==> src/rwmg_pkg.sv <==
`timescale 1ns / 1ps
package rwmg_pkg;
  localparam int MaxWidth = 32;
  localparam int LabelBits = 6;
  localparam int LabelCount = 1 << LabelBits;
  localparam int ColBits = $clog2(MaxWidth);
  localparam int WidthBits = 6;

  typedef logic [LabelBits-1:0] label_t;
  typedef logic [ColBits-1:0] col_t;

  typedef enum logic [3:0] {
    StIdle,
    StMerge,
    StRelabel,
    StDown,
    StUsed,
    StFresh,
    StDone
  } state_e;

  typedef struct packed {
    logic load;
    logic merge_step;
    logic relabel_step;
    logic down_step;
    logic used_step;
    logic fresh_step;
    logic out_load;
  } cmd_t;

  typedef struct packed {
    logic merge_hit;
    logic merge_end;
    logic relabel_end;
    logic down_end;
    logic used_end;
    logic fresh_end;
    logic last;
  } sts_t;
endpackage

==> src/row_wise_maze_generator_core.sv <==
`timescale 1ns / 1ps
// each right merge adds a relabel pass over the used width, one cell a cycle, and the
// fresh-label search steps once for each used label that it skips;
// the fresh pass always walks all 32 columns
// throughput: one row at a time, next request taken the cycle after the result is registered
// reset: labels return to column index, width to 32, output valid cleared
module row_wise_maze_generator_core (
  input  logic        clk_i,
  input  logic        rst_ni,
  input  logic        s_axis_tvalid_i,
  output logic        s_axis_tready_o,
  input  logic [63:0] s_axis_tdata_i,  // right_bits[30:0], down_bits[62:31]
  input  logic [1:0]  s_axis_tuser_i,  // first_row, last_row
  output logic        m_axis_tvalid_o,
  input  logic        m_axis_tready_i,
  output logic [63:0] m_axis_tdata_o,  // right_open[30:0], down_open[62:31]
  input  logic        psel,
  input  logic        penable,
  input  logic        pwrite,
  input  logic [1:0]  paddr,
  input  logic [31:0] pwdata,
  output logic [31:0] prdata,
  output logic        pready
);
  logic [rwmg_pkg::WidthBits-1:0] row_width_q;
  rwmg_pkg::cmd_t cmd;
  rwmg_pkg::sts_t sts;
  logic [30:0] right_open;
  logic [31:0] down_open;

  assign pready = 1'b1;
  always_ff @(posedge clk_i or negedge rst_ni) begin
    if (!rst_ni) row_width_q <= rwmg_pkg::WidthBits'(32);
    else if (psel && penable && pwrite && paddr == 2'd0)
      row_width_q <= pwdata[rwmg_pkg::WidthBits-1:0];
  end
  assign prdata = (paddr == 2'd0) ? 32'(row_width_q) : '0;

  rwmg_ctrl u_ctrl (
    .clk_i(clk_i), .rst_ni(rst_ni),
    .in_valid_i(s_axis_tvalid_i), .in_ready_o(s_axis_tready_o),
    .out_valid_o(m_axis_tvalid_o), .out_ready_i(m_axis_tready_i),
    .sts_i(sts), .cmd_o(cmd)
  );

  rwmg_dp u_dp (
    .clk_i(clk_i), .rst_ni(rst_ni),
    .row_width_i(row_width_q),
    .first_row_i(s_axis_tuser_i[0]), .last_row_i(s_axis_tuser_i[1]),
    .right_bits_i(s_axis_tdata_i[30:0]), .down_bits_i(s_axis_tdata_i[62:31]),
    .cmd_i(cmd), .sts_o(sts),
    .right_open_o(right_open), .down_open_o(down_open)
  );

  assign m_axis_tdata_o = {1'b0, down_open, right_open};
endmodule

==> src/rwmg_ctrl.sv <==
`timescale 1ns / 1ps
module rwmg_ctrl (
  input  logic             clk_i,
  input  logic             rst_ni,
  input  logic             in_valid_i,
  output logic             in_ready_o,
  output logic             out_valid_o,
  input  logic             out_ready_i,
  input  rwmg_pkg::sts_t   sts_i,
  output rwmg_pkg::cmd_t   cmd_o
);
  rwmg_pkg::state_e state_q, state_d;
  logic out_valid_q, out_valid_d;

  always_ff @(posedge clk_i or negedge rst_ni) begin
    if (!rst_ni) begin
      state_q <= rwmg_pkg::StIdle;
      out_valid_q <= 1'b0;
    end else begin
      state_q <= state_d;
      out_valid_q <= out_valid_d;
    end
  end

  always_comb begin
    state_d = state_q;
    unique case (state_q)
      rwmg_pkg::StIdle: if (in_valid_i) state_d = rwmg_pkg::StMerge;
      rwmg_pkg::StMerge: begin
        if (sts_i.merge_hit) state_d = rwmg_pkg::StRelabel;
        else if (sts_i.merge_end) state_d = sts_i.last ? rwmg_pkg::StUsed : rwmg_pkg::StDown;
      end
      rwmg_pkg::StRelabel: if (sts_i.relabel_end) begin
        if (sts_i.merge_end) state_d = sts_i.last ? rwmg_pkg::StUsed : rwmg_pkg::StDown;
        else state_d = rwmg_pkg::StMerge;
      end
      rwmg_pkg::StDown: if (sts_i.down_end) state_d = rwmg_pkg::StUsed;
      rwmg_pkg::StUsed: if (sts_i.used_end) state_d = rwmg_pkg::StFresh;
      rwmg_pkg::StFresh: if (sts_i.fresh_end) state_d = rwmg_pkg::StDone;
      rwmg_pkg::StDone: if (!out_valid_q || out_ready_i) state_d = rwmg_pkg::StIdle;
      default: state_d = rwmg_pkg::StIdle;
    endcase
  end

  always_comb begin
    cmd_o = '0;
    in_ready_o = 1'b0;
    out_valid_d = out_valid_q && !out_ready_i;
    unique case (state_q)
      rwmg_pkg::StIdle: begin
        in_ready_o = 1'b1;
        cmd_o.load = in_valid_i;
      end
      rwmg_pkg::StMerge: cmd_o.merge_step = 1'b1;
      rwmg_pkg::StRelabel: cmd_o.relabel_step = 1'b1;
      rwmg_pkg::StDown: cmd_o.down_step = 1'b1;
      rwmg_pkg::StUsed: cmd_o.used_step = 1'b1;
      rwmg_pkg::StFresh: cmd_o.fresh_step = 1'b1;
      rwmg_pkg::StDone: if (!out_valid_q || out_ready_i) begin
        cmd_o.out_load = 1'b1;
        out_valid_d = 1'b1;
      end
      default: ;
    endcase
  end

  assign out_valid_o = out_valid_q;
endmodule

==> src/rwmg_dp.sv <==
`timescale 1ns / 1ps
module rwmg_dp (
  input  logic                          clk_i,
  input  logic                          rst_ni,
  input  logic [rwmg_pkg::WidthBits-1:0] row_width_i,
  input  logic                          first_row_i,
  input  logic                          last_row_i,
  input  logic [30:0]                   right_bits_i,
  input  logic [31:0]                   down_bits_i,
  input  rwmg_pkg::cmd_t                cmd_i,
  output rwmg_pkg::sts_t                sts_o,
  output logic [30:0]                   right_open_o,
  output logic [31:0]                   down_open_o
);
  localparam int MW = rwmg_pkg::MaxWidth;
  localparam int CB = rwmg_pkg::ColBits;

  rwmg_pkg::label_t row_q [MW];
  rwmg_pkg::label_t above_q [MW];
  logic first_q, last_q;
  logic [30:0] rbits_q, right_q, right_out_q;
  logic [MW-1:0] dbits_q, down_q, down_out_q;
  logic [CB:0] wid_q;       // used width, 1..MaxWidth
  logic [CB:0] col_q;       // scan column
  logic [CB:0] k_q;         // relabel / fresh counter
  rwmg_pkg::label_t a_q, b_q;
  logic any_q, skip_q;
  logic [CB:0] start_q;
  logic [rwmg_pkg::LabelCount-1:0] used_q;
  logic [rwmg_pkg::LabelBits:0] v_q;   // fresh search pointer

  logic [CB:0] wid_c;
  always_comb begin
    if (row_width_i == '0) wid_c = (CB+1)'(1);
    else if (32'(row_width_i) > MW) wid_c = (CB+1)'(MW);
    else wid_c = (CB+1)'(row_width_i);
  end

  // merge compare at column col_q vs col_q+1
  logic [CB-1:0] ci, cn;
  rwmg_pkg::label_t la, lb;
  logic do_join;
  assign ci = col_q[CB-1:0];
  assign cn = ci + CB'(1);
  assign la = row_q[ci];
  assign lb = row_q[cn];
  assign do_join = (la != lb) &&
    (last_q || (!first_q && above_q[cn] != lb) || rbits_q[ci]);
  assign sts_o.merge_end = (col_q + (CB+1)'(1) >= wid_q);
  assign sts_o.merge_hit = cmd_i.merge_step && !sts_o.merge_end && do_join;
  assign sts_o.relabel_end = (k_q + (CB+1)'(1) >= wid_q);
  assign sts_o.down_end = (col_q + (CB+1)'(1) >= wid_q);
  assign sts_o.used_end = (k_q + (CB+1)'(1) >= wid_q);
  assign sts_o.last = last_q;

  // fresh step: one cell per cycle unless the label search must step; the search moves a step when the current is used
  logic [CB-1:0] fk;
  assign fk = k_q[CB-1:0];
  logic fresh_need, v_free;
  assign fresh_need = (k_q < wid_q) && !down_q[fk];
  assign v_free = !v_q[rwmg_pkg::LabelBits] && !used_q[v_q[rwmg_pkg::LabelBits-1:0]];
  assign sts_o.fresh_end = (k_q >= (CB+1)'(MW)) ||
    ((k_q + (CB+1)'(1) >= (CB+1)'(MW)) && (!fresh_need || v_free || v_q[rwmg_pkg::LabelBits]));

  // down step
  logic [CB-1:0] dj;
  logic run_end, dset;
  assign dj = col_q[CB-1:0];
  assign run_end = sts_o.down_end || (row_q[dj + CB'(1)] != row_q[dj]);
  assign dset = !skip_q && dbits_q[dj];

  logic [MW-1:0] down_c;
  logic any_c;
  always_comb begin
    down_c = down_q;
    any_c = any_q || dset;
    if (dset) down_c[dj] = 1'b1;
    // a run with no down passage opens its first cell
    if (run_end && !any_c) down_c[start_q[CB-1:0]] = 1'b1;
  end

  always_ff @(posedge clk_i or negedge rst_ni) begin
    if (!rst_ni) begin
      for (int c = 0; c < MW; c++) row_q[c] <= rwmg_pkg::label_t'(c);
      right_out_q <= '0;
      down_out_q <= '0;
    end else begin
      if (cmd_i.load) begin
        first_q <= first_row_i;
        last_q <= last_row_i;
        rbits_q <= right_bits_i;
        dbits_q <= down_bits_i;
        wid_q <= wid_c;
        col_q <= '0;
        right_q <= '0;
        down_q <= '0;
        if (first_row_i)
          for (int c = 0; c < MW; c++) row_q[c] <= rwmg_pkg::label_t'(c);
      end
      if (cmd_i.merge_step) begin
        if (sts_o.merge_hit) begin
          right_q[ci] <= 1'b1;
          a_q <= la;
          b_q <= lb;
          k_q <= '0;
        end else if (sts_o.merge_end) begin
          col_q <= '0;
          any_q <= 1'b0;
          skip_q <= 1'b0;
          start_q <= '0;
          k_q <= '0;
          used_q <= '0;
        end else col_q <= col_q + (CB+1)'(1);
      end
      if (cmd_i.relabel_step) begin
        if (row_q[k_q[CB-1:0]] == b_q) row_q[k_q[CB-1:0]] <= a_q;
        k_q <= k_q + (CB+1)'(1);
        if (sts_o.relabel_end) begin
          if (sts_o.merge_end) begin
            col_q <= '0;
            any_q <= 1'b0;
            skip_q <= 1'b0;
            start_q <= '0;
            k_q <= '0;
            used_q <= '0;
          end else col_q <= col_q + (CB+1)'(1);
        end
      end
      if (cmd_i.down_step) begin
        if (run_end) begin
          any_q <= 1'b0;
          skip_q <= 1'b0;
          start_q <= col_q + (CB+1)'(1);
        end else begin
          any_q <= any_c;
          skip_q <= dset;
        end
        down_q <= down_c;
        col_q <= col_q + (CB+1)'(1);
      end
      if (cmd_i.used_step) begin
        above_q[fk] <= row_q[fk];
        used_q[row_q[fk]] <= 1'b1;
        k_q <= sts_o.used_end ? '0 : k_q + (CB+1)'(1);
        v_q <= '0;
      end
      if (cmd_i.fresh_step && (k_q < (CB+1)'(MW))) begin
        if (!fresh_need) k_q <= k_q + (CB+1)'(1);
        else if (v_q[rwmg_pkg::LabelBits]) begin
          row_q[fk] <= '1;
          k_q <= k_q + (CB+1)'(1);
        end else if (v_free) begin
          row_q[fk] <= v_q[rwmg_pkg::LabelBits-1:0];
          used_q[v_q[rwmg_pkg::LabelBits-1:0]] <= 1'b1;
          k_q <= k_q + (CB+1)'(1);
        end else v_q <= v_q + (rwmg_pkg::LabelBits+1)'(1);
      end
      if (cmd_i.out_load) begin
        right_out_q <= right_q;
        down_out_q <= last_q ? '0 : down_q;
      end
    end
  end

  assign right_open_o = right_out_q;
  assign down_open_o = down_out_q;
endmodule

==> config.mk <==
export PLATFORM = sky130hd
export DESIGN_NAME = row_wise_maze_generator_core
export DESIGN_NICKNAME = d
export VERILOG_FILES = /design/src/rwmg_pkg.sv /design/src/row_wise_maze_generator_core.sv /design/src/rwmg_ctrl.sv /design/src/rwmg_dp.sv
export SDC_FILE = /design/constraint.sdc
export NUM_CORES = 2
export LEC_CHECK = 0
export BUFFER_PORTS_ARGS = -buffer_cell sky130_fd_sc_hd__buf_2
export CORE_ASPECT_RATIO = 2
export CORE_UTILIZATION = 35
export CTS_CLUSTER_DIAMETER = 30
export DETAILED_ROUTE_END_ITERATION = 8
export GPL_TIMING_DRIVEN = 0
export PLACE_DENSITY = 0.49
export SLEW_MARGIN = 15
export SYNTH_ARGS = -nofsm -noshare
export SYNTH_HDL_FRONTEND = slang
export SYNTH_SLANG_ARGS = --single-unit
==> constraint.sdc <==
create_clock -name clk_i -period 6.4 [get_ports clk_i]
set_input_delay 0 -clock clk_i [delete_from_list [all_inputs] [get_ports clk_i]]
set_output_delay 0 -clock clk_i [all_outputs]
set_load 0.02 [all_outputs]
==> results.toml <==
[yosys]
synth_enable_flop_cells = 428
yosys.cell_types.count = 93
synth_top_area_share_pct = 34.12
yosys.area.top_type = "edfxtp_1"
ys.flop_type = "edfxtp_1"
syn_area_um2 = 37670
synth_seq_cells = 693
syn_avg_cell_area_um2 = 12.35
synthArstFlopShare_pct = 38.24
ys_top_cells_by_area = "edfxtp_1, mux4_2, dfrtp_1"
yosysSeqAreaShare_pct = 51.99
syn_inst = 3050
yosys_warnings = 0

[place]
dp_cells = 4611
placement.setup.worst_slack_ns = -1.532
dpl_cell_area_um2 = 40630
portBuffers = 150
dpl.hpwl_um = 152800
gp_congestion = 1.035

[cts]
cts_tree = "built"
ctsHtreeMaxLevel = 3
numClockSinks = 693
cts_made_buffers = 119
root_buffer = "clkbuf_16"
cts.reportedPaths.clkPinSlew_ns = 0.06
insertion_delay_ns = 0.78
cts_buffer_depth = 3

[worst_setup_path]
crit_fanout = 40
crit_end = "u_dp.row_q[181]"
endpoint_kind = "register"
path_class = "register to register"
path_depth = 13
r2r_end = "u_dp.row_q[181]"
rr_worst_depth = 13
cp_slowest_stage_delay_ns = 0.96
slowest_stage = "o2bb2ai_2"
cp_top_family = "buffers and inverters"
crit_buf_inv = 6
crit_start = "u_dp.k_q[1]"
crit_chain = "buf_2, buf_2, buf_2, buf_2, mux4_2, a22oi_1, nand2_4, xor2_1, nor4b_4, buf_6, inv_1, o2bb2ai_2, a22oi_1"
r2r_start = "u_dp.k_q[1]"
required_ns = 6.95
ff2ff_setup_slack_ns = -0.19
path_common_cell = "buf_2"
worstPathArrival_ns = 7.14
start_kind = "register"

[grt]
antenna_found_initial = 19
first_global_vias = 32360
track_usage_pct = 38.35
grt_pass1_wl_um = 277500
overflow = 0
grt_max_degree = 92

[hold_path]
hp-class = "primary input to register"

[floorplan]
pin_count = 206
start_util_pct = 35.42
fp.dieW_um = 234.0
dieArea_um2 = 109000
coreArea_um2 = 106400
num_rows = 169
die_h_um = 466.0

[timing]
finalHoldViolCount = 0
setup_violations = 23
setup_ws_ns = -0.1872
rsz0062_at_grt = "true"
relSlewSlack_pct = 7.013
min_period_ns = 6.587
period_share_pct = 102.9
fmax_ghz = 0.1518
finalMaxSlewViolations = 0
worst_pin_slew_ns = 1.395
skew_ns = 0.04423

[route]
postRouteAntennaNets = 0
via_count = 31770
routedWlPerCell_um = 41.03
dr.pass1.iters = 9
initialDrtViolationCount = 3593
viasPerCell = 6.352
drc = 68
drt-total-wl_um = 205200

[run_status]
run_status = "complete, but fails checks"
violations = "design-rule violations, negative setup slack"

[job]
drv_cap = 0

[pwr]
p_total_w = 0.02819
leakage_nw = 17.45
ir_drop_uv = 300.0
power_density_nw_per_um2 = 604.7

[final_layout]
nets = 3652
drive_above_1_share_pct = 27.43
area_growth_pct = 23.74
finish.instance_area_um2 = 46610
instances_no_fill = 5001
fill_cells = 9954
-- cells by family (layout without fill, tap and decap cells) --
family / after synthesis / in the layout / share of synthesized area [%]
adders and majority gates: 27 / 27 / 0.8968
DFF: 693 / 693 / 51.99
buffers and inverters: 319 / 867 / 3.986
xor gates and xnor gates: 23 / 23 / 0.5547
and+or+nand+nor: 946 / 946 / 12.37
other: 2 / 37 / 0.01994
muxes: 394 / 394 / 17.83
AOI/OAI and AO/OA: 646 / 646 / 12.35
-- report_power, final --
group	switching [W]	total, W	internal, W
Combinational	0.00984	0.0143	0.00441
Sequential	0.000902	0.00724	0.00634
Clock	0.00268	0.00669	0.00401
Total	0.0134	0.0282	0.0148
-- layer usage --
metal  global-route usage [%]  up-vias  wire (um)
met2                    64.56     1903     101200
li1                         -    12890          -
met3                    10.03      863      14560
met5                        0        -         66
met4                    40.86       10      27440
met1                    35.81    16100      61910
-- per-stage QoR --
| step | utilization (%) | setup TNS [ns] | hold slack [ns] |
|---|---|---|---|
| 4_1_cts | 43.62 | 0 | 0.03171 |
| 3_5_place_dp | 38.20 | -126.79 | -0.02843 |
| 5_1_grt | 43.80 | -0.005223 | 0.04514 |
| 3_3_place_gp | 37.82 | -2509.93 | 0.1774 |
| 6_report | 43.82 | -1.367 | 0.07212 |
| 2_1_floorplan | - | 0 | -0.2956 |
-- worst min-delay path by stage --
stage                             startpoint               end  slack [ns]  depth (start not counted)
after global placement    s_axis_tdata_i[40]   u_dp.dbits_q[9]        0.18                          1
after floorplan                       rst_ni    row_width_q[0]       -0.30                          0
after CTS                 s_axis_tdata_i[29]  u_dp.rbits_q[29]        0.03                          2
after global routing      s_axis_tdata_i[29]  u_dp.rbits_q[29]        0.05                          2
final                     s_axis_tdata_i[29]  u_dp.rbits_q[29]        0.07                          2
after detailed placement              rst_ni   u_dp.row_q[114]       -0.03                          1
-- state kept, by name, summed over array words and instances (netlist names), 31 cells and up --
| name | count |
|---|---|
| u_dp.right_q | 31 |
| u_dp.right_open_o | 31 |
| u_dp.rbits_q | 31 |
| u_dp.down_open_o | 32 |
| u_dp.above_q | 192 |
| u_dp.used_q | 64 |
| u_dp.row_q | 192 |
| u_dp.dbits_q | 32 |
| u_dp.down_q | 32 |
-- worst reg2reg max path: cells and delay by family (launching register included) --
| family | cells | cell delay [ns] |
|---|---|---|
| mux | 1 | 0.44 |
| compound gates | 3 | 1.80 |
| xor+xnor | 1 | 0.37 |
| simple gates | 2 | 0.91 |
| flops | 1 | 0.61 |
| buf+inv | 6 | 2.25 |
-- synthesized netlist by cell type (all sizes together) (10+ instances only) --
library cell    n
and2           28
clkbuf        161
nand4          63
nor2          210
a211oi         12
nor3           24
a21o           10
and3           23
or2            38
ha             27
o311ai         13
edfxtp        428
dfstp          81
inv            37
mux4          215
o21ai         110
nand2b         49
xor2           10
a21oi          99
mux2i         115
a31oi          19
nand3         152
a32oi          56
xnor2          13
buf           121
o22ai          35
nor3b          12
mux2           64
a22oi         124
dfrtp         184
nor2b          19
nand2         295
o221ai         62
o2bb2ai        23
-- repair_timing --
item | 4_1_cts | 5_1_grt
gates resized for setup | 27 | 28
hold buffers | 146 | 0
setup endpoints to repair | 226 | 177
pin swaps | 4 | 4
setup buffers | 4 | 5
endpoints found under the hold margin | 209 | 0
-- area by class of cell --
cell class	count	area [um^2]	share of cell area [%]
Inverter	37	138.9	0.2980
Clock buffer	134	3117	6.687
Sequential cell	693	19590	42.02
Clock inverter	93	1023	2.196
Multi-Input combinational cell	2064	16940	36.34
Timing Repair Buffer	325	2634	5.651
Buffer	278	1439	3.087
Tap cell	1368	1712	3.672
Antenna cell	9	22.52	0.04832
-- cells in the final DEF, fill, tap and decap left out, drive strengths merged, types with 10 or more instances in the layout --
cell type    instances
nand3              152
conb                28
o2bb2ai             23
o21ai              110
a22oi              124
xor2                10
a32oi               56
dlygate4sd3        145
nand4               63
ha                  27
clkinv              34
dfstp               81
a211oi              12
and3                23
o311ai              13
edfxtp             428
nor3                24
a21oi               99
xnor2               13
a21o                10
inv                 77
o22ai               35
dfrtp              184
mux2i              115
bufinv              10
mux2                64
nor2               210
nand2              295
o221ai              62
mux4               215
nor3b               12
buf                296
clkbuf             296
nand2b              49
and2                28
nor2b               19
a31oi               19
or2                 38
(Power assumes the default switching activity.)
